--- config.mk ---
export PLATFORM = sky130hd
export DESIGN_NAME = rmth_ctrl
export DESIGN_NICKNAME = d
export VERILOG_FILES = /design/src/hdl/rmth_pkg.sv /design/src/hdl/rmth_ctrl.sv
export SDC_FILE = /design/constraint.sdc
export NUM_CORES = 1
export LEC_CHECK = 0
export CAP_MARGIN = 25
export CORE_MARGIN = 2
export CORE_UTILIZATION = 40
export CTS_CLUSTER_DIAMETER = 40
export DETAILED_ROUTE_END_ITERATION = 10
export DONT_BUFFER_PORTS = 1
export PLACE_DENSITY_LB_ADDON = 0.25
export SYNTH_ARGS = -nofsm -noshare
export SYNTH_HDL_FRONTEND = slang
export SYNTH_SLANG_ARGS = --single-unit
--- constraint.sdc ---
create_clock -name clk -period 1.6 [get_ports clk]
set_input_delay 0.16 -clock clk [delete_from_list [all_inputs] [get_ports clk]]
set_output_delay 0.16 -clock clk [all_outputs]
set_load 0.03 [all_outputs]
--- src/hdl/rmth_pkg.sv ---
package rmth_pkg;

  localparam int HEAP_DEPTH = 512;
  localparam int AW = $clog2(HEAP_DEPTH);
  localparam int CW = AW + 1;
  localparam int DW = 32;
  localparam int NW = 10;
  localparam int TOTAL_MAX = 2 * HEAP_DEPTH - 1;

  // controller step codes, also decoded by the datapath
  localparam logic [3:0] ST_IDLE    = 4'd0;
  localparam logic [3:0] ST_PU_RD   = 4'd1;
  localparam logic [3:0] ST_PU_CMP  = 4'd2;
  localparam logic [3:0] ST_BAL     = 4'd3;
  localparam logic [3:0] ST_PO_LAST = 4'd4;
  localparam logic [3:0] ST_PO_RD1  = 4'd5;
  localparam logic [3:0] ST_PO_RD2  = 4'd6;
  localparam logic [3:0] ST_PO_CMP  = 4'd7;
  localparam logic [3:0] ST_DONE    = 4'd8;

  typedef struct packed {
    logic [3:0] step;
    logic       sel;       // heap worked on by this step, 1 = lower
    logic       push_sel;  // heap that push_init targets
    logic       accept;
    logic       push_init;
    logic       src_mv;
    logic       pop_init;
    logic       load_out;
  } rmth_cmd_t;

  typedef struct packed {
    logic full;
    logic to_lower;
    logic at_root;
    logic up_more;
    logic no_left;
    logic down_swap;
    logic bal_u2l;
    logic bal_l2u;
    logic out_free;
  } rmth_status_t;

  // true when a sits above b in the heap
  function automatic logic ranks_above(input logic signed [DW-1:0] a,
                                       input logic signed [DW-1:0] b,
                                       input logic is_max);
    ranks_above = is_max ? (a > b) : (a < b);
  endfunction

endpackage

--- src/hdl/rmth_ctrl.sv ---
module rmth_ctrl import rmth_pkg::*; (
  input  logic         clk,
  input  logic         rst,
  input  logic         s_tvalid,
  output logic         s_tready,
  input  rmth_status_t status,
  output rmth_cmd_t    cmd
);

  logic [3:0] state, state_next;
  logic       sel, sel_next;
  logic       phase, phase_next;

  // state registers
  always_ff @(posedge clk) begin
    if (rst) begin
      state <= ST_IDLE;
      sel   <= 1'b0;
      phase <= 1'b0;
    end else begin
      state <= state_next;
      sel   <= sel_next;
      phase <= phase_next;
    end
  end

  assign s_tready = (state == ST_IDLE);

  // sequencing of insert, rebalance pop and rebalance push
  always_comb begin
    state_next    = state;
    sel_next      = sel;
    phase_next    = phase;
    cmd           = '0;
    cmd.step      = state;
    cmd.sel       = sel;
    cmd.push_sel  = sel;
    case (state)
      ST_IDLE: begin
        cmd.push_sel = status.to_lower;
        if (s_tvalid) begin
          cmd.accept = 1'b1;
          if (status.full) begin
            state_next = ST_DONE;
          end else begin
            cmd.push_init = 1'b1;
            sel_next      = status.to_lower;
            phase_next    = 1'b0;
            state_next    = ST_PU_RD;
          end
        end
      end
      ST_PU_RD: begin
        if (status.at_root) begin
          state_next = phase ? ST_DONE : ST_BAL;
        end else begin
          state_next = ST_PU_CMP;
        end
      end
      ST_PU_CMP: begin
        if (status.up_more) begin
          state_next = ST_PU_RD;
        end else begin
          state_next = phase ? ST_DONE : ST_BAL;
        end
      end
      ST_BAL: begin
        cmd.sel = status.bal_l2u;
        if (status.bal_u2l || status.bal_l2u) begin
          cmd.pop_init = 1'b1;
          sel_next     = status.bal_l2u;
          state_next   = ST_PO_LAST;
        end else begin
          state_next = ST_DONE;
        end
      end
      ST_PO_LAST: begin
        state_next = ST_PO_RD1;
      end
      ST_PO_RD1: begin
        cmd.push_sel = ~sel;
        if (status.no_left) begin
          cmd.push_init = 1'b1;
          cmd.src_mv    = 1'b1;
          sel_next      = ~sel;
          phase_next    = 1'b1;
          state_next    = ST_PU_RD;
        end else begin
          state_next = ST_PO_RD2;
        end
      end
      ST_PO_RD2: begin
        state_next = ST_PO_CMP;
      end
      ST_PO_CMP: begin
        cmd.push_sel = ~sel;
        if (status.down_swap) begin
          state_next = ST_PO_RD1;
        end else begin
          cmd.push_init = 1'b1;
          cmd.src_mv    = 1'b1;
          sel_next      = ~sel;
          phase_next    = 1'b1;
          state_next    = ST_PU_RD;
        end
      end
      ST_DONE: begin
        if (status.out_free) begin
          cmd.load_out = 1'b1;
          state_next   = ST_IDLE;
        end
      end
      default: begin
        state_next = ST_IDLE;
      end
    endcase
  end

endmodule

* Yosys cells after proc, flatten, opt, wreduce, memory -nomap -nowiden *
Index checks and enable logic that the tools add are counted.

word-level totals
  input port bits = 12
  register bits after elaboration = 6
  output and inout port bits = 12
  word-level logic and storage cells = 60

operators by class
  multiplexer cells = 34
  bitwise logic cells = 1
  equal/unequal tests = 14
  reductions and logical operators = 8

operators with widths
  kind                                           count
  one-hot mux 4 bit (9 select lines)             1
  two-way mux 4 bit                              7
  == test 4 x 3 -> 1 bit, second input constant  4
  two-way mux 1 bit                              16
  inequality test 2 bit, second input constant   6
  == test 4 x 2 -> 1 bit, second input constant  2
  two-way mux 2 bit                              3
  two-way mux 3 bit                              2
  one-hot mux 1 bit (3 select lines)             2
  AND reduction 6 bit                            1
  AND reduction 5 bit                            1
  == test 4 x 1 -> 1 bit, second input constant  1
  == test 4 bit, second input constant           1
  logical NOT 4 bit                              1
  one-hot mux 1 bit (2 select lines)             2
  one-hot mux 1 bit (4 select lines)             1
  nonzero test 4 bit                             1
  nonzero test 3 bit                             1
  AND reduction 2 bit                            1
  OR reduction 2 bit                             1
  logical OR 1 bit                               1
  NOT 1 bit                                      1

* Longest topological paths before layout *
  depth in word-level cells = 3
  mapped depth = 6
  mapped depth without buffers = 5

* Least setup slack after synthesis *
No wires, ideal clock.

  kind = flip-flop to output port
  from = register state[2]
  to = output port cmd[3] (netlist name)
  buffers on the path = 1
  cell stages (with the launch flop) = 6
  data required time = 1.440 ns
  setup slack = -0.632 ns
  arrival time = 2.072 ns
  path through = dfxtp_1 buf_2 or3_4 nor2_1 nand2_1 o21ai_1

RTL lines
  item                      line             text
  start: declaration        rmth_ctrl.sv:10  logic [3:0] state, state_next;
  start signal: assignment  rmth_ctrl.sv:21  state <= state_next;
  end: declaration          rmth_ctrl.sv:7   output rmth_cmd_t cmd

==> reports/qor.txt <==
final setup fails - 2
Ports - 24
first-pass GRT wire length - 2410 um
largest net degree at the start of global routing - 11
endpoints failing hold - 0
via count - 665
DR WL/cell - 15.3 um
CTS root buf - clkbuf_4
worst slack, placed - 0.182 ns
TritonCTS Sinks - 6
Post-DP HPWL - 1100 um
hold path cells - 2
Startpoint Class - flop
vias in the first global route - 589
syn_nets - 89
Synth Area per Inst - 6.87 sq um
Core Rows - 13
DR vias/cell - 6.21
core box area - 1270 sq um
Worst setup EP type - output port
capturing point of the worst reg2reg path - state[3]
GP Congestion - 0.905
Gate Count Post-Synth - 77
Total GRT Usage - 22.8%
CTS max path bufs - 2
status - finished with violations
fin crit period - 1.62 ns
synth warn - 0
first drt pass iteration count - 4
later-pin clock latency in the skew report - 0.25 ns
failing checks - negative setup slack
Setup Skew - 0.00350 ns
RSZ-0062 raised after global routing - yes
reg2reg start - state[0]
CTS tree - yes
Post-DRT Antenna Nets - 0
power per standard cell area - 802 nW/um^2
Residual DRC - 0
final worst-path cycle share - 102%
clock slew at reported path FFs - 0.05 ns
critical path required time - 1.44 ns
Worst Hold Path EP - phase
total congestion overflow - 0
die width - 40.4 um
1st-iter DRT viols - 18
commonest non-fill, non-tap cells in the layout - nor2_1 (12), buf_4 (11), nand2_1 (5)
Min-Delay Path Class - primary input to flop
top cells by area, synth - dfxtp_1 (23%), nor2_1 (9.2%), a21oi_1 (5.7%), nand2_1 (4.3%), o21ai_0 (3.8%)
final max-slew violation count - 0
routed wire length - 1630 um
slew margin rel. - 79.4%
Max Fanout on Critical Path - 4
r2r worst-path depth - 7
Initial Util - 41.7%
die area - 1630 sq um
fmax - 616 MHz
Yosys cell types - 33
Layout Nets - 105
share of cells above drive strength 1 - 37.0%
max-cap violation count - 0
CTS buffer count - 3
#FFs+latches synth - 6
PortBufs - 0
Synth Cell Area - 529 sq um
# fillers - 119
antenna violations before repair - 0
Synth top area share - 22.7%
commonest non-fill, non-tap cell in the layout - nor2_1
CTS H-tree lvls - 1
min-delay src - status[8]
Core Util, Final - 58.0%
worst-margin pin slew - 0.308 ns
height of the die - 40.4 um
cell taking the most area after synthesis - dfxtp_1
Worst VDD drop - 0.537 mV
worst reg2reg setup slack - 0.13 ns
post-synthesis sequential area ratio - 22.7%
CP arrival - 1.46 ns
Leak Pwr - 0.283 nW
setup ws final - -0.0245 ns
synth-to-layout area growth - 39.0%
antenna cells - 0
critical path type - flop to output port
-- stage by stage --
stage                     hold slack (ns)  setup TNS [ns]  total power [mW]  instance area, sq um  std cells
final                               0.120         -0.0366             0.590                   736        107
after global routing                0.125          -0.165             0.622                   736        107
after CTS                          0.0956         -0.0442             0.587                   721        107
after floorplan                     0.232         -0.0367             0.350                   572         77
after global placement              0.234               0             0.396                   623         96
after detailed placement            0.238               0             0.397                   623         96
-- worst max-delay path, cell delays in order (launching register included) --
cell and delay, ns:
dfxtp_4 0.35, or3_4 0.42, nor2_4 0.12, nand2_4 0.07, o21ai_4 0.24
-- power by group --
group          internal, mW  leakage, nW  total, mW  switching [mW]
logic                 0.104        0.217      0.260           0.156
registers             0.158       0.0509      0.169          0.0108
clock network        0.0952       0.0150      0.161          0.0657
-- registers in the layout (all words and copies together), names as in the netlist --
signal,cells
state,4
sel,1
phase,1
-- cell type report --
type	instances	area, sq um	area share [%]
Clock buffer	4	26.3	3.57
Sequential cell	6	129	17.5
Inverter	7	26.3	3.57
Multi-Input combinational cell	60	410	55.8
Timing Repair Buffer	15	125	17.0
Tap cell	15	18.8	2.55
-- Yosys cell counts --
master / number
nor2_1: 13
a21oi_1: 6
dfxtp_1: 6
nand2_1: 6
inv_1: 5
o21ai_0: 4
nand2b_1: 3
o21ai_1: 3
a31oi_1: 2
buf_2: 2
inv_2: 2
nand3_1: 2
nor3_1: 2
o31ai_1: 2
a2111oi_1: 1
a211o_1: 1
a211oi_1: 1
a22oi_1: 1
a2bb2o_1: 1
a2bb2oi_1: 1
a311oi_1: 1
a32o_1: 1
and3_1: 1
buf_4: 1
clkbuf_1: 1
mux2_1: 1
mux2i_1: 1
nor3b_1: 1
nor4bb_1: 1
o221ai_2: 1
o41ai_1: 1
or3_4: 1
or4_1: 1
-- what timing repair did --
action,CTS,global route
setup endpoints to repair,5,6
gates resized for setup,5,6
buffers inserted,5,0
pin swaps,3,0
hold buffers,2,0
endpoints found under the hold margin,4,0
-- cell families after synthesis --
kind of cell / share of synthesized area (%)
buf+inv: 8.98
compound gates: 35.5
simple gates: 28.8
flops: 22.7
mux: 4.02
-- metal layers --
layer / vias to the layer above / routed length (um) / GRT usage [%]
met5: - / 0 / 0
met4: 0 / 57 / 19.2
met3: 10 / 149 / 5.56
met2: 37 / 771 / 34.1
met1: 303 / 653 / 26.8
li1: 315 / - / -
-- worst max path at each step --
stage / from / to / cells after the start
6_report: state[0] / cmd[3] / 4
3_5_place_dp: state[0] / cmd[3] / 4
2_1_floorplan: state[2] / cmd[3] / 5
5_1_grt: state[0] / cmd[5] / 5
3_3_place_gp: state[0] / cmd[3] / 4
4_1_cts: state[0] / cmd[3] / 4
(Power assumes the default switching activity.)
